File: src/rtl/mblu_pkg.sv
// ----------------------------------------------------------------------------
// mblu_pkg - shared types and constants for the bilinear map lookup unit
// Beat layouts, operation codes, register indexes, state encoding and the
// widths of the serial arithmetic datapath.
// ----------------------------------------------------------------------------
package mblu_pkg;

	// map geometry and value format
	localparam int X_POINTS   = 16;
	localparam int Y_POINTS   = 16;
	localparam int VALUE_W    = 16;
	localparam int IDX_W      = 4;
	localparam int PTS_W      = 5;
	localparam int FRAC_SHIFT = 12;
	localparam int FRAC_ONE   = 4096;
	localparam int FRAC_HALF  = 2048;

	// serial arithmetic widths
	localparam int ACC_W      = 28;                    // interpolated value and learn difference
	localparam int MUL_A_W    = 44;                    // wide operand of the multiplier
	localparam int MUL_B_W    = 17;                    // serial operand (fractions, weights)
	localparam int DIV_Q_W    = VALUE_W + FRAC_SHIFT;  // quotient bits before saturation

	typedef enum logic [2:0] {
		KIND_WR_X,
		KIND_WR_Y,
		KIND_WR_CELL,
		KIND_BILIN,
		KIND_CLAMPED,
		KIND_NEAREST,
		KIND_LEARN_BILIN,
		KIND_LEARN_NEAR
	} kind_t;

	typedef enum logic [1:0] {
		CFG_X_POINTS,
		CFG_Y_POINTS,
		CFG_LEARN_LOW,
		CFG_LEARN_HIGH
	} cfg_idx_t;

	typedef struct packed {
		kind_t                     kind;
		logic signed [VALUE_W-1:0] x_value;
		logic signed [VALUE_W-1:0] y_value;
		logic [IDX_W-1:0]          col;
		logic [IDX_W-1:0]          row;
		logic signed [VALUE_W-1:0] value_in;
	} req_t;

	typedef struct packed {
		logic signed [VALUE_W-1:0] result;
		logic                      saturated;
		logic [IDX_W-1:0]          x_index;
		logic [IDX_W-1:0]          y_index;
	} rsp_t;

	typedef enum logic [4:0] {
		S_IDLE,
		S_BR,
		S_CHK1,
		S_CHKN2,
		S_MID,
		S_CHKMID,
		S_RDLO,
		S_RDHI,
		S_FRAC,
		S_DIV,
		S_OP,
		S_NEAR,
		S_CRD,
		S_CCAP,
		S_MUL_GO,
		S_MUL_WAIT,
		S_FINISH
	} state_t;

endpackage

File: src/rtl/mblu_div.sv
// ----------------------------------------------------------------------------
// mblu_div - serial fraction divider
// Restoring division of (num * 4096) by den, one quotient bit a cycle,
// truncated toward zero and saturated to the signed value range.
// ----------------------------------------------------------------------------
module mblu_div (
	input  logic                                 clk,
	input  logic                                 arst_n,
	input  logic                                 start,
	input  logic signed [mblu_pkg::VALUE_W:0]    num,
	input  logic signed [mblu_pkg::VALUE_W:0]    den,
	output logic                                 done,
	output logic signed [mblu_pkg::VALUE_W-1:0]  quot
);

	import mblu_pkg::*;

	localparam int CNT_W = $clog2(DIV_Q_W);
	localparam logic [DIV_Q_W-1:0] MAG_POS = DIV_Q_W'(2 ** (VALUE_W - 1) - 1);
	localparam logic [DIV_Q_W-1:0] MAG_NEG = DIV_Q_W'(2 ** (VALUE_W - 1));

	logic [DIV_Q_W-1:0] dvd_q;
	logic [VALUE_W-1:0] rem_q;
	logic [VALUE_W-1:0] dm_q;
	logic               neg_q;
	logic [CNT_W-1:0]   cnt_q;
	logic               run_q;
	logic               done_q;
	logic [VALUE_W:0]   num_mag;
	logic [VALUE_W:0]   den_mag;
	logic [VALUE_W:0]   trial;
	logic [VALUE_W:0]   trial_sub;
	logic               fits;
	logic               last;
	logic [DIV_Q_W-1:0] neg_full;

	// magnitudes and one restoring step
	always_comb begin
		num_mag   = num[VALUE_W] ? -num : num;
		den_mag   = den[VALUE_W] ? -den : den;
		trial     = {rem_q, dvd_q[DIV_Q_W-1]};
		trial_sub = trial - {1'b0, dm_q};
		fits      = (trial >= {1'b0, dm_q});
		last      = (cnt_q == CNT_W'(DIV_Q_W - 1));
		neg_full  = -dvd_q;
	end

	// control
	always_ff @(posedge clk or negedge arst_n) begin
		if (!arst_n) begin
			run_q  <= 1'b0;
			done_q <= 1'b0;
			cnt_q  <= '0;
		end else begin
			done_q <= 1'b0;
			if (start) begin
				run_q <= 1'b1;
				cnt_q <= '0;
			end else if (run_q) begin
				cnt_q <= cnt_q + CNT_W'(1);
				if (last) begin
					run_q  <= 1'b0;
					done_q <= 1'b1;
				end
			end
		end
	end

	// dividend / quotient shift register and partial remainder
	always_ff @(posedge clk) begin
		if (start) begin
			dvd_q <= {num_mag[VALUE_W-1:0], {FRAC_SHIFT{1'b0}}};
			rem_q <= '0;
			dm_q  <= den_mag[VALUE_W-1:0];
			neg_q <= num[VALUE_W] ^ den[VALUE_W];
		end else if (run_q) begin
			rem_q <= fits ? trial_sub[VALUE_W-1:0] : trial[VALUE_W-1:0];
			dvd_q <= {dvd_q[DIV_Q_W-2:0], fits};
		end
	end

	// sign and saturation
	always_comb begin
		if (neg_q) begin
			if (dvd_q > MAG_NEG) begin
				quot = {1'b1, {(VALUE_W-1){1'b0}}};
			end else begin
				quot = neg_full[VALUE_W-1:0];
			end
		end else begin
			if (dvd_q > MAG_POS) begin
				quot = {1'b0, {(VALUE_W-1){1'b1}}};
			end else begin
				quot = dvd_q[VALUE_W-1:0];
			end
		end
	end

	assign done = done_q;

endmodule

File: config.mk
export PLATFORM = sky130hd
export DESIGN_NAME = mblu_div
export DESIGN_NICKNAME = d
export VERILOG_FILES = /design/src/rtl/mblu_pkg.sv /design/src/rtl/mblu_div.sv
export SDC_FILE = /design/constraint.sdc
export NUM_CORES = 1
export LEC_CHECK = 0
export ABC_AREA = 1
export BUFFER_PORTS_ARGS = -buffer_cell sky130_fd_sc_hd__buf_2
export CAP_MARGIN = 10
export CORE_ASPECT_RATIO = 1.1
export CORE_MARGIN = 2
export CORE_UTILIZATION = 35
export DETAILED_ROUTE_END_ITERATION = 7
export SLEW_MARGIN = 10
export SYNTH_ARGS = -nofsm -noshare
export SYNTH_HDL_FRONTEND = slang
export SYNTH_SLANG_ARGS = --single-unit
File: constraint.sdc
create_clock -name clk -period 1.75 [get_ports clk]
set_input_delay 0.175 -clock clk [delete_from_list [all_inputs] [get_ports clk]]
set_output_delay 0.175 -clock clk [all_outputs]
set_load 0.03 [all_outputs]
**Word-level counts from Yosys, hierarchy flattened**

Cells that the tools add are included.
W data, S select, Z words.

- Reductions and logical operators: 1
- Order comparisons: 3
- Bitwise logic cells: 1
- Muxes and demuxes: 16
- Add/subtract/negate cells: 5
- Eq/ne operators: 1

Operators with widths:

| cell | count |
|---|---|
| $mux W16 | 6 |
| $mux W28 | 2 |
| $neg A16 Y16 | 3 |
| $gt A28 B15 Y1 const B | 1 |
| $gt A28 B16 Y1 const B | 1 |
| $ge A17 B16 Y1 | 1 |
| $sub A16 B16 Y16 | 1 |
| $mux W5 | 2 |
| $mux W1 | 6 |
| $add A5 B1 Y5 const B | 1 |
| $eq A5 B5 Y1 const B | 1 |
| $reduce_bool A2 Y1 | 1 |
| $xor A1 B1 Y1 | 1 |

- Output and inout port bits: 17
- Logic and storage cells: 35
- Bits in registers: 68

**Longest topological paths before layout**

Gate-level depths: netlist of run 1.

- Depth in word-level cells: 4
- Mapped depth: 15

**Worst setup path after synthesis of run 1**

No wires, ideal clock.

- Path kind: register -> output
- Start: reg dvd_q[1]
- End: out quot[13] (netlist bit)
- Cell stages (with the launch flop): 10
- Arrival: 1.771 ns
- Path slack: -0.196 ns
- Required time: 1.575 ns
- Cell sequence: dfxtp_1 > inv_1 > ha_1 > nand3_4 > nor2_4 > nand2_2 > a21oi_4 > nand2_2 > buf_6 > o21ai_1

- Longest elaborated chain between the ends: 3
- Elaborated cells between the ends (all ways): 6
- Those cells by class: 1 x add/sub; 2 x order compare; 3 x mux

Ends and longest elaborated chain:

| item | line | text |
|---|---|---|
| start: declaration | mblu_div.sv:22 | `logic [DIV_Q_W-1:0] dvd_q;` |
| start signal: assignment | mblu_div.sv:72 | `dvd_q <= {num_mag[VALUE_W-1:0], {FRAC_SHIFT{1'b0}}};` |
| start signal: assignment | mblu_div.sv:78 | `dvd_q <= {dvd_q[DIV_Q_W-2:0], fits};` |
| $gt A28 B15 Y1, or another cell as far along | mblu_div.sv:91 | `if (dvd_q > MAG_POS) begin` |
| $mux W16 (on tied branches) | mblu_div.sv:91, mblu_div.sv:85 |  |
| $mux W16 (*) | mblu_div.sv:84 | `if (neg_q) begin` |
| end: declaration | mblu_div.sv:13 | `output logic signed [mblu_pkg::VALUE_W-1:0] quot` |

Every way passes the cells marked *; elsewhere a longest branch is shown, timed or not.

**Worst setup path after layout of run 1**

- Start: reg dvd_q[24]
- End: out quot[9] (netlist bit)

- Longest elaborated chain between the ends: 3
- Elaborated cells between the ends (all ways): 5
- Those cells by class: 2 x order compare; 3 x mux

Ends and longest elaborated chain:

| item | line |
|---|---|
| $gt A28 B15 Y1 / $gt A28 B16 Y1 (equally long branches) | mblu_div.sv:91, mblu_div.sv:85 |
| $mux W16 (on tied branches) | mblu_div.sv:91, mblu_div.sv:85 |
| $mux W16 (*) | mblu_div.sv:84 |

Marked as above.

==> implementation parameters, run 1 <==
Parameter                              Value

Synthesis
  #FFs+latches synth ... between 60 and 70
  Total nets after synthesis ... between 700 and 800
  Post-Syn Instances ... between 700 and 800
  Syn. warnings ... 0
  Count of flip-flops with a built-in enable after synthesis ... 33
  Fraction of the yosys area taken by sequential cells ... roughly a third
  Synth Cell Area ... a little over 5000 µm²
  Synth Area in Adders ... 5.32%
  Number of library cell types mapped by synthesis ... between 40 and 50
  Simple-gate area share of the yosys netlist ... between 30% and 40%
  Dominant synthesized flop cell ... sky130_fd_sc_hd__edfxtp_1
  Main combinational cell family by area after synthesis ... simple AND/OR/NAND/NOR gates
  Mean area per synthesized cell ... 7.08 µm²
  Async set or reset register ratio after synthesis ... slightly above 10%
  Xor-xnor portion of the synthesized cell area ... between 5 and 6%
  Portion of netlist area occupied by mux cells ... 0%
  Compound-cell area share of the yosys netlist ... a little under an eighth

Worst setup path
  Launch instance of the worst register-to-register path ... dvd_q[27]
  Required time of the critical path ... ~1600 ps
  Max Fanout on Critical Path ... 14
  Number of cell instances on the worst register-to-register path ... 13
  Critical path startpoint category ... register
  Endpoint of the worst register-to-register path ... rem_q[3]
  Worst reg-to-reg setup slack ... -70 ps
  Worst Path Arrival ... ~2000 ps
  Worst Setup End Kind ... primary output
  Path type of the worst setup path ... reg -> out

Power and ir drop
  Static leakage power ... ~3.4 nW
  Switching share of power ... between 30% and 40%
  Net switching component of the power ... 3.29 mW
  Peak supply drop ... roughly 550 µV
  Portion of total power attributed to combinational logic ... 54.6%
  Power per unit of standard cell area ... 1230 nW/µm²
  Overall Power ... a little under 9 mW
  Internal Power ... between 5 and 6 mW
  Portion of total power attributed to the clock network ... 21.0%
  Proportion of power drawn by flip-flops and latches ... about a quarter

Final layout
  Fraction of final layout cells sized beyond drive strength 1 ... about a third
  Filler cell count in the final layout ... roughly 1400
  Area growth from synthesis to layout ... 38.7%
  Final std cell area, no fill ... 7050 µm²
  Final layout net count ... 927
  Core Util, Final ... between 40% and 50%

Place
  Dpl cell area ... between 6000 and 7000 µm²
  Total of buffers placed on input and output ports ... 53
  Post-detail-place hpwl ... between 10 and 15 mm
  Last weighted congestion value of the routability-driven placer ... between 0.8 and 0.9
  Worst slack after detailed placement ... -194 ps

Min path
  Number of cells traversed by the worst hold path ... 1
  Min-delay src ... den[0]
  Worst Hold End ... dm_q[0]
  Worst hold path type ... in -> reg

Flow run
  Max-cap check violation count ... 0

STA
  Measured slew at the worst slew-check pin ... between 400 and 500 ps
  Number of setup violations in the final report ... 32
  Count of final max-slew check failures ... 0
  Final-report hold violation count ... 0
  Crit share post-route ... 122%
  Final critical delay including setup and external delays ... roughly 2100 ps
  Final hold slack ... 53.9 ps
  Achievable clock frequency ... 470 MHz
  Setup repair after global routing missed its margin ... yes
  Minimum setup slack in the final design ... -378 ps
  Rel. slew slack ... between 60% and 70%
  Post-route clock skew ... 15.3 ps

Clocking
  Number of buffers on the longest clock path ... 2
  Clock latency on the worst-skew pair ... roughly 330 ps
  Clock tree from TritonCTS ... yes
  Num CTS Buffers ... 9
  Number of levels in the clock H-tree ... 3
  Cell chosen for the clock root ... sky130_fd_sc_hd__clkbuf_16
  Clock tree sinks ... ~70
  Clock edge transition at the registers on the reported setup and hold paths ... 50 ps

Die
  Num rows ... 46
  Top-level I/O count ... 54
  Die area ... about 16000 µm²
  DIE WIDTH ... roughly 120 µm
  Starting density of the core ... a little over a third
  Core outline area ... about 14000 µm²
  Overall die height ... ~130 µm

GRT
  First-pass GRT wire length ... 22.6 mm
  M2 GR Usage ... approximately a third
  Grt total ovfl ... 0
  Number of antenna violations at the first check in global routing ... 2
  Busiest layer in global routing ... met2
  Total global-route track usage ... roughly 18%
  GR met1 Demand/Resource ... ~23%
  Via count of the first global-routing pass ... just under 5000
  Maximum number of pins on one net before global-route repair ... 24
  Met3 capacity usage during global routing ... about 2.5%

Route
  Total via count in the routed design ... about 5000
  Post-DR wirelength/cell ... between 10 and 15 µm
  Drt via density ... around 4.7
  First-pass iteration count of the detailed router ... 4
  Final WL ... between 10 and 15 mm
  1st-iter DRT viols ... approximately 160
  Post-route DRC ... 0
  Residual antenna-violating net count after detailed routing ... 0

Outcome
  Violations in the final reports ... setup timing
  Status ... complete, but fails checks
-- metal layers --
| layer | part of all wire, % | wire length, µm | up-vias |
|---|---|---|---|
| li1 | - | - | 2651 |
| met1 | 46 | 6210 | 2317 |
| met2 | 50 | 6660 | 85 |
| met3 | 2.9 | 389 | 15 |
| met4 | 1.4 | 187 | 0 |
| met5 | 0 | 0 | - |
-- registers in the layout, summed over array words and instances (netlist names) --
register / cells
cnt_q: 5
dvd_q: 28
neg_q: 1
dm_q: 16
done: 1
rem_q: 16
run_q: 1
-- synthesized netlist by cell type, types with 2 or more instances --
cell,instances,area share [%]
sky130_fd_sc_hd__edfxtp_1,33,19
sky130_fd_sc_hd__o21ai_1,23,2.3
sky130_fd_sc_hd__dfxtp_1,28,11
sky130_fd_sc_hd__nor2_2,8,0.98
sky130_fd_sc_hd__xor2_1,22,3.8
sky130_fd_sc_hd__nand2_2,10,1.2
sky130_fd_sc_hd__or2_0,2,0.25
sky130_fd_sc_hd__inv_2,8,0.59
sky130_fd_sc_hd__nor4_1,4,0.49
sky130_fd_sc_hd__and2_1,2,0.25
sky130_fd_sc_hd__nand4_1,6,0.74
sky130_fd_sc_hd__nor2_1,32,2.4
sky130_fd_sc_hd__nand3b_1,6,0.89
sky130_fd_sc_hd__nand2_1,171,13
sky130_fd_sc_hd__nand3_2,8,1.6
sky130_fd_sc_hd__a21oi_1,19,1.9
sky130_fd_sc_hd__clkbuf_1,7,0.52
sky130_fd_sc_hd__buf_6,2,0.44
sky130_fd_sc_hd__nand3_1,68,6.7
sky130_fd_sc_hd__dfrtp_1,7,3.4
sky130_fd_sc_hd__o22ai_1,13,1.6
sky130_fd_sc_hd__ha_1,20,4.9
sky130_fd_sc_hd__xnor2_1,9,1.6
sky130_fd_sc_hd__buf_2,4,0.39
sky130_fd_sc_hd__a31oi_1,3,0.37
sky130_fd_sc_hd__nor2_4,4,0.89
sky130_fd_sc_hd__o21ai_0,41,4.0
sky130_fd_sc_hd__inv_1,118,8.7
sky130_fd_sc_hd__nor3_1,21,2.1
sky130_fd_sc_hd__a21oi_2,2,0.34
-- worst max-delay path by stage --
stage / cells past startpoint / slack [ps] / start / end
global route: 8 / -450 / dvd_q[24] / quot[4]
global placement: 8 / -160 / dvd_q[20] / quot[3]
CTS: 8 / -360 / dvd_q[27] / quot[8]
floorplan: 8 / -70 / dvd_q[1] / quot[11]
finish: 8 / -380 / dvd_q[24] / quot[9]
detailed placement: 8 / -190 / dvd_q[20] / quot[12]
-- what timing repair did --
| item | 4_1_cts | 5_1_grt |
|---|---|---|
| buffers inserted | 1 | 3 |
| gates cloned | 1 | 0 |
| pin swaps | 9 | 11 |
| hold endpoints to repair | 7 | 0 |
| hold buffers | 1 | 0 |
| setup endpoints to repair | 33 | 33 |
| resized for setup | 72 | 25 |
-- layout by cell type, fill, tap and decap left out, drive strengths merged, types with 2 or more instances in the layout --
cell type,instances
xnor2,9
nand3b,6
nand2,183
ha,20
xor2,22
clkbuf,13
a31oi,3
a21oi,22
o21ai,65
nor3,21
inv,126
diode,2
nand3,77
edfxtp,33
buf,156
o22ai,13
nor4,4
dfxtp,28
or2,4
nor2,44
clkinv,2
dfrtp,7
nand4,7
and2,2
-- final cells by class --
cell class	count	area [µm²]	area share, %
clock buffers	13	250	3.55
flip-flops and latches	68	1730	24.5
well taps	192	240	3.41
clock inverters	3	46.3	0.656
diodes	2	5.00	0.0710
repair buffers	157	1190	16.9
inverters	127	482	6.83
multi-input cells	506	3110	44.1
-- through the flow --
| step | cells | setup TNS (ps) |
|---|---|---|
| 6_report | 1068 | -6080 |
| 5_1_grt | 1068 | -9190 |
| 4_1_cts | 1063 | -6050 |
| 3_5_place_dp | 1044 | -3780 |
| 3_3_place_gp | 1044 | -3310 |
| 2_1_floorplan | 718 | -595 |
-- cell families (layout without fill, tap and decap cells) --
group / Yosys count / in the layout
flip-flops: 68 / 68
AND/OR/NAND/NOR: 349 / 349
adder cells (fa/ha/maj): 21 / 21
other: 0 / 2
AO/OA/AOI/OAI: 105 / 105
XOR/XNOR: 31 / 31
buffers and inverters: 144 / 300
-- power groups by stage --
stage               sequential (mW)  clock, mW  combinational, mW
floorplan                      2.07          0               2.61
global placement               2.09          0               4.11
finish                         2.12       1.81               4.72
CTS                            2.11       1.84               4.56
global route                   2.15       1.91               5.20
detailed placement             2.09          0               4.12
-- worst max-delay path, stage by stage (launching register included) --
cell and delay [ps]:
sky130_fd_sc_hd__edfxtp_1 370, sky130_fd_sc_hd__or2_1 250, sky130_fd_sc_hd__nor2_2 150, sky130_fd_sc_hd__nand3_2 130
sky130_fd_sc_hd__nor2_2 180, sky130_fd_sc_hd__inv_4 100, sky130_fd_sc_hd__o21ai_0 170, sky130_fd_sc_hd__o21ai_1 90
sky130_fd_sc_hd__buf_2 180
Note: power is estimated with default switching activity, not from simulation.
==> run 2: changes to the inputs <==
GPL_TIMING_DRIVEN = 0   (was unset)
==> implementation parameters, run 2 (same netlist as run 1, synthesis figures left out) <==
Parameter                              Value

Worst setup path
  Worst Path Arrival ... between 2000 and 2500 ps
  CP Cell Sequence ... or2_1 > nor2_2 > nand3_2 > a21oi_4 > nand2_4 > buf_12 > o21ai_2 > buf_6
  Max incr delay on CP ... 380 ps
  Critical-path top delay cell ... sky130_fd_sc_hd__edfxtp_1
  Launch instance of the worst register-to-register path ... dvd_q[27]
  Number of cell instances on the worst register-to-register path ... 15
  Required time of the critical path ... about 1600 ps
  Worst Setup End Kind ... primary output
  Max Fanout on Critical Path ... 10
  Endpoint of the worst register-to-register path ... rem_q[9]
  Path type of the worst setup path ... reg -> out
  Cell family with the largest share of critical-path delay ... simple AND/OR/NAND/NOR gates
  Critical path startpoint category ... register
  Worst reg-to-reg setup slack ... -280 ps
  Number of buffers and inverters on the critical path ... 2

STA
  Crit share post-route ... 126%
  Achievable clock frequency ... between 400 and 500 MHz
  Count of final max-slew check failures ... 0
  Sum Neg Setup Slack ... -10580 ps
  Setup repair after global routing missed its margin ... yes
  Number of setup violations in the final report ... 33
  Final-report hold violation count ... 0
  Post-route clock skew ... ~8.0 ps
  Minimum setup slack in the final design ... -453 ps
  Final hold slack ... 30.6 ps
  Final critical delay including setup and external delays ... 2200 ps
  Rel. slew slack ... 68.0%
  Measured slew at the worst slew-check pin ... ~480 ps

Power and ir drop
  Switching share of power ... about two fifths
  Power per unit of standard cell area ... ~1300 nW/µm²
  Static leakage power ... approximately 3.2 nW
  Internal Power ... 5.18 mW
  Net switching component of the power ... ~3.6 mW
  Proportion of power drawn by flip-flops and latches ... around 24%
  Portion of total power attributed to combinational logic ... a little over half
  Portion of total power attributed to the clock network ... 22.0%
  Peak supply drop ... 630 µV
  Overall Power ... between 8 and 9 mW

GRT
  Number of antenna violations at the first check in global routing ... 0
  Maximum number of pins on one net before global-route repair ... 26
  First-pass GRT wire length ... 22.1 mm
  Via count of the first global-routing pass ... 4689
  Total global-route track usage ... 17.8%
  Grt total ovfl ... 0

Clocking
  Cell chosen for the clock root ... sky130_fd_sc_hd__clkbuf_16
  Clock latency on the worst-skew pair ... ~340 ps
  Clock tree sinks ... 68
  Num CTS Buffers ... 9
  Number of buffers on the longest clock path ... 2
  Clock edge transition at the registers on the reported setup and hold paths ... ~60 ps
  Number of levels in the clock H-tree ... 3
  Clock tree from TritonCTS ... yes

Route
  Final WL ... 13.5 mm
  Drt via density ... between 4 and 5
  Residual antenna-violating net count after detailed routing ... 0
  Post-DR wirelength/cell ... 13.5 µm
  First-pass iteration count of the detailed router ... 5
  Total via count in the routed design ... 4843
  1st-iter DRT viols ... approximately 190
  Post-route DRC ... 0

Die
  Top-level I/O count ... 54
  Overall die height ... approximately 130 µm
  Starting density of the core ... about 35%
  DIE WIDTH ... around 120 µm
  Num rows ... 46
  Core outline area ... 14300 µm²
  Die area ... 15500 µm²

Min path
  Min-delay src ... den[0]
  Worst hold path type ... in -> reg
  Worst Hold End ... dm_q[0]
  Number of cells traversed by the worst hold path ... 1

Final layout
  Number of antenna diodes ... 0
  Fraction of final layout cells sized beyond drive strength 1 ... between 20% and 30%
  Final layout net count ... about 860
  Area growth from synthesis to layout ... 35.9%
  Regs by FF count ... dvd_q: 28 flops, dm_q: 16 flops, rem_q: 16 flops
  Most common cell after layout, fill and taps aside ... sky130_fd_sc_hd__nand2_1
  Highest-count cells in the layout ignoring fill and taps ... sky130_fd_sc_hd__nand2_1 (158), sky130_fd_sc_hd__inv_1 (114), sky130_fd_sc_hd__nand3_1 (47), sky130_fd_sc_hd__buf_2 (41), sky130_fd_sc_hd__edfxtp_1 (33)
  Largest register by flop count ... dvd_q
  Largest register FFs ... 28
  Final std cell area, no fill ... approximately 7000 µm²
  Core Util, Final ... between 40% and 50%

Place
  Total of buffers placed on input and output ports ... 53
  Last weighted congestion value of the routability-driven placer ... between 0.8 and 0.9
  Dpl cell area ... about 5600 µm²
  Post-detail-place hpwl ... a little under 10 mm

Outcome
  Violations in the final reports ... setup timing
  Status ... complete, but fails checks

Flow run
  Max-cap check violation count ... 0
==> run 2: final cells by class <==
cell class / instances / area (µm²)
tap: 192 / 240
sequential: 68 / 1730
timing repair buffer: 76 / 626
multi-input combinational: 506 / 3370
clock inverter: 4 / 33.8
inverter: 127 / 482
clock buffer: 12 / 289
buffer: 16 / 136
fill: 1358 / 7420
==> run 2: metal layers <==
metal  vias to the layer above  track usage, %  part of all wire, %
met5                         -               0                    0
met4                         0            5.67                  1.4
met3                        11            2.47                  3.6
met2                        95            31.9                   50
met1                      2213            22.1                   45
li1                       2524               -                    -
==> run 2: what timing repair did <==
item | in CTS | in global routing
hold buffers | 1 | 0
resized for setup | 133 | 48
buffers inserted | 17 | 6
cloned | 3 | 0
endpoints found under the setup margin | 60 | 51
pin swaps | 16 | 25
endpoints found under the hold margin | 7 | 0
==> run 2: through the flow <==
step / setup WS, ps / cells
3_5_place_dp: -981 / 963
2_1_floorplan: -70.4 / 718
3_3_place_gp: -966 / 963
4_1_cts: -465 / 1000
6_report: -453 / 1001
5_1_grt: -517 / 1001
==> run 2: worst max-delay path by stage <==
| stage | from | endpoint | slack, ps | cells past startpoint |
|---|---|---|---|---|
| after detailed placement | start | dvd_q[25] | -980 | 5 |
| final | dvd_q[25] | quot[13] | -450 | 8 |
| after floorplan | dvd_q[1] | quot[11] | -70 | 8 |
| after CTS | dvd_q[26] | quot[10] | -460 | 9 |
| after global routing | dvd_q[25] | quot[13] | -520 | 8 |
| after global placement | start | dvd_q[25] | -970 | 5 |
==> run 2: power groups by stage <==
| stage | Sequential, mW | Combinational, mW | Clock (mW) |
|---|---|---|---|
| 6_report | 2.13 | 4.73 | 1.93 |
| 5_1_grt | 2.16 | 5.19 | 2.03 |
| 4_1_cts | 2.12 | 4.37 | 1.96 |
| 3_5_place_dp | 2.10 | 3.25 | 0 |
| 3_3_place_gp | 2.10 | 3.23 | 0 |
| 2_1_floorplan | 2.07 | 2.61 | 0 |
==> run 3: changes to the inputs <==
ABC_AREA = unset   (was 1)
CAP_MARGIN = 5   (was 10)
==> implementation parameters, run 3 <==
Parameter                              Value

Synthesis
  Fraction of the yosys area taken by sequential cells ... a little under two fifths
  Count of flip-flops with a built-in enable after synthesis ... 33
  Leading cell types by total area after synthesis ... sky130_fd_sc_hd__edfxtp_1 (21%), sky130_fd_sc_hd__dfxtp_1 (12%), sky130_fd_sc_hd__xnor2_1 (6.6%)
  Mean area per synthesized cell ... about 8.7 µm²
  Syn. warnings ... 0
  Dominant cell type by area after synthesis ... sky130_fd_sc_hd__edfxtp_1
  Total nets after synthesis ... about 590
  Synth Cell Area ... 4660 µm²
  Number of library cell types mapped by synthesis ... 60
  Async set or reset register ratio after synthesis ... slightly above 10%
  Post-Syn Instances ... roughly 530
  #FFs+latches synth ... about 70
  Commonest cells post-synth ... sky130_fd_sc_hd__nand2_1 (70), sky130_fd_sc_hd__nor2_1 (43), sky130_fd_sc_hd__o21ai_0 (40)
  Fraction of post-synthesis cell area in the top cell type by area ... 21.2%
  Most numerous cell in the Yosys netlist ... sky130_fd_sc_hd__nand2_1
  Dominant synthesized flop cell ... sky130_fd_sc_hd__edfxtp_1

Clocking
  Cell chosen for the clock root ... sky130_fd_sc_hd__clkbuf_16
  Number of buffers on the longest clock path ... 2
  Clock tree sinks ... 68
  Num CTS Buffers ... 9
  Clock tree from TritonCTS ... yes
  Clock latency on the worst-skew pair ... between 300 and 400 ps
  Number of levels in the clock H-tree ... 3
  Clock edge transition at the registers on the reported setup and hold paths ... around 50 ps

Final layout
  Core Util, Final ... between 50% and 60%
  Number of antenna diodes ... 0
  Area growth from synthesis to layout ... 42.6%
  Final std cell area, no fill ... approximately 6700 µm²
  Largest register by flop count ... dvd_q
  Most common cell after layout, fill and taps aside ... sky130_fd_sc_hd__nand2_1
  Highest-count cells in the layout ignoring fill and taps ... sky130_fd_sc_hd__nand2_1 (66), sky130_fd_sc_hd__nor2_1 (39), sky130_fd_sc_hd__buf_2 (37), sky130_fd_sc_hd__buf_4 (36), sky130_fd_sc_hd__xnor2_1 (35)
  Regs by FF count ... dvd_q: 28 flops, dm_q: 16 flops, rem_q: 16 flops
  Final layout net count ... 694
  Fraction of final layout cells sized beyond drive strength 1 ... approximately a third
  Largest register FFs ... 28

Place
  Post-detail-place hpwl ... between 8 and 9 mm
  Dpl cell area ... around 5500 µm²
  Last weighted congestion value of the routability-driven placer ... between 0.8 and 0.9
  Total of buffers placed on input and output ports ... between 50 and 60
  Worst slack after detailed placement ... -904 ps

STA
  Final critical delay including setup and external delays ... ~2800 ps
  Final hold slack ... a little over 70 ps
  Setup repair after global routing missed its margin ... yes
  Measured slew at the worst slew-check pin ... 738 ps
  Crit share post-route ... 158%
  Number of setup violations in the final report ... 33
  Sum Neg Setup Slack ... -20760 ps
  Rel. slew slack ... about half
  Minimum setup slack in the final design ... -1010 ps
  Achievable clock frequency ... roughly 360 MHz
  Count of final max-slew check failures ... 0
  Post-route clock skew ... 5.33 ps
  Final-report hold violation count ... 0

Min path
  Worst hold path type ... in -> reg

Die
  DIE WIDTH ... 114 µm
  Top-level I/O count ... 54
  Num rows ... 44
  Die area ... ~14000 µm²
  Core outline area ... 13100 µm²
  Starting density of the core ... ~36%
  Overall die height ... 125 µm

Power and ir drop
  Static leakage power ... 2.72 nW
  Power per unit of standard cell area ... 728 nW/µm²
  Peak supply drop ... approximately 540 µV

Route
  1st-iter DRT viols ... 334
  Total via count in the routed design ... 4351
  Drt via density ... ~5.4
  Post-DR wirelength/cell ... 15.7 µm
  Final WL ... 12.6 mm
  First-pass iteration count of the detailed router ... 4
  Residual antenna-violating net count after detailed routing ... 0
  Post-route DRC ... 0

GRT
  Number of antenna violations at the first check in global routing ... 0
  Total global-route track usage ... about 17%
  Maximum number of pins on one net before global-route repair ... 19
  Grt total ovfl ... 0
  First-pass GRT wire length ... approximately 20 mm
  Via count of the first global-routing pass ... 4199

Worst setup path
  Worst Setup End Kind ... primary output
  Required time of the critical path ... ~1600 ps
  Critical path startpoint category ... register
  Max Fanout on Critical Path ... 4
  Worst Path Arrival ... around 2600 ps
  Path type of the worst setup path ... reg -> out

Outcome
  Violations in the final reports ... setup timing
  Status ... complete, but fails checks

Flow run
  Max-cap check violation count ... 0
run 3: cell count changes in the layout (fill, tap and decap cells not counted), sizes merged, moves of 11 or more:
cell   delta
nand2   -112
mux2i    +21
o21ai    -25
xnor2    +26
nand3    -64
o22ai    -12
buf      +19
inv      -96
nor3     -11
run 3: critical path, cell delays in order (launching register included):
cell and delay [ps]:
sky130_fd_sc_hd__dfxtp_4 350, sky130_fd_sc_hd__or3_1 380, sky130_fd_sc_hd__or3_4 360, sky130_fd_sc_hd__or2_4 260
sky130_fd_sc_hd__or3_4 360, sky130_fd_sc_hd__nor3b_2 160, sky130_fd_sc_hd__a211o_1 240, sky130_fd_sc_hd__buf_6 140
run 3: cells by family after synthesis:
group,synth area share [%]
DFF,37.0
and+or+nand+nor,19.9
xor gates and xnor gates,8.83
adders and majority gates,5.79
buffers and inverters,5.77
AOI/OAI and AO/OA,18.2
muxes,4.51
run 3: metal layers:
metal | global-route usage (%) | vias to the layer above | part of all wire [%]
met5 | 0 | - | 0
met4 | 5.09 | 0 | 1.9
met3 | 3.73 | 19 | 4.1
met2 | 31.1 | 109 | 52
met1 | 20.0 | 2086 | 42
li1 | - | 2137 | -
run 3: final cells by class:
class | count | area, µm²
Timing Repair Buffer | 93 | 708
Clock inverter | 2 | 11.3
Tap cell | 161 | 201
Clock buffer | 14 | 297
Sequential cell | 68 | 1740
Multi-Input combinational cell | 406 | 3370
Inverter | 31 | 121
Fill cell | 1172 | 6450
Buffer | 27 | 200
run 3: worst paths after layout:
kind	start	to	slack (ps)	cells past startpoint
max in group asynchronous	arst_n	done	1370	2
min in group asynchronous	arst_n	cnt_q[1]	210	2
min reg2reg	rem_q[15]	rem_q[15]	490	2
min	den[0]	dm_q[0]	70	1
max	dvd_q[0]	quot[13]	-1010	7
max reg2reg	dvd_q[27]	rem_q[12]	-550	11
run 3: power by group:
group	switching, mW	total [mW]	internal (mW)
sequential	0.0755	1.87	1.79
combinational	0.606	1.12	0.518
clock	0.682	1.85	1.17
total	1.36	4.84	3.48
run 3: metrics by stage:
stage,std cells,power (mW)
floorplan,534,2.51
global placement,748,2.74
detailed placement,748,2.76
CTS,785,4.73
global route,802,5.05
finish,802,4.84
run 3: what timing repair did:
action / in CTS / in global routing
endpoints found under the hold margin: 7 / 0
hold buffers: 1 / 0
gates resized for setup: 76 / 62
cloned: 2 / 2
endpoints found under the setup margin: 36 / 40
buffers inserted: 18 / 21
pin swaps: 26 / 32
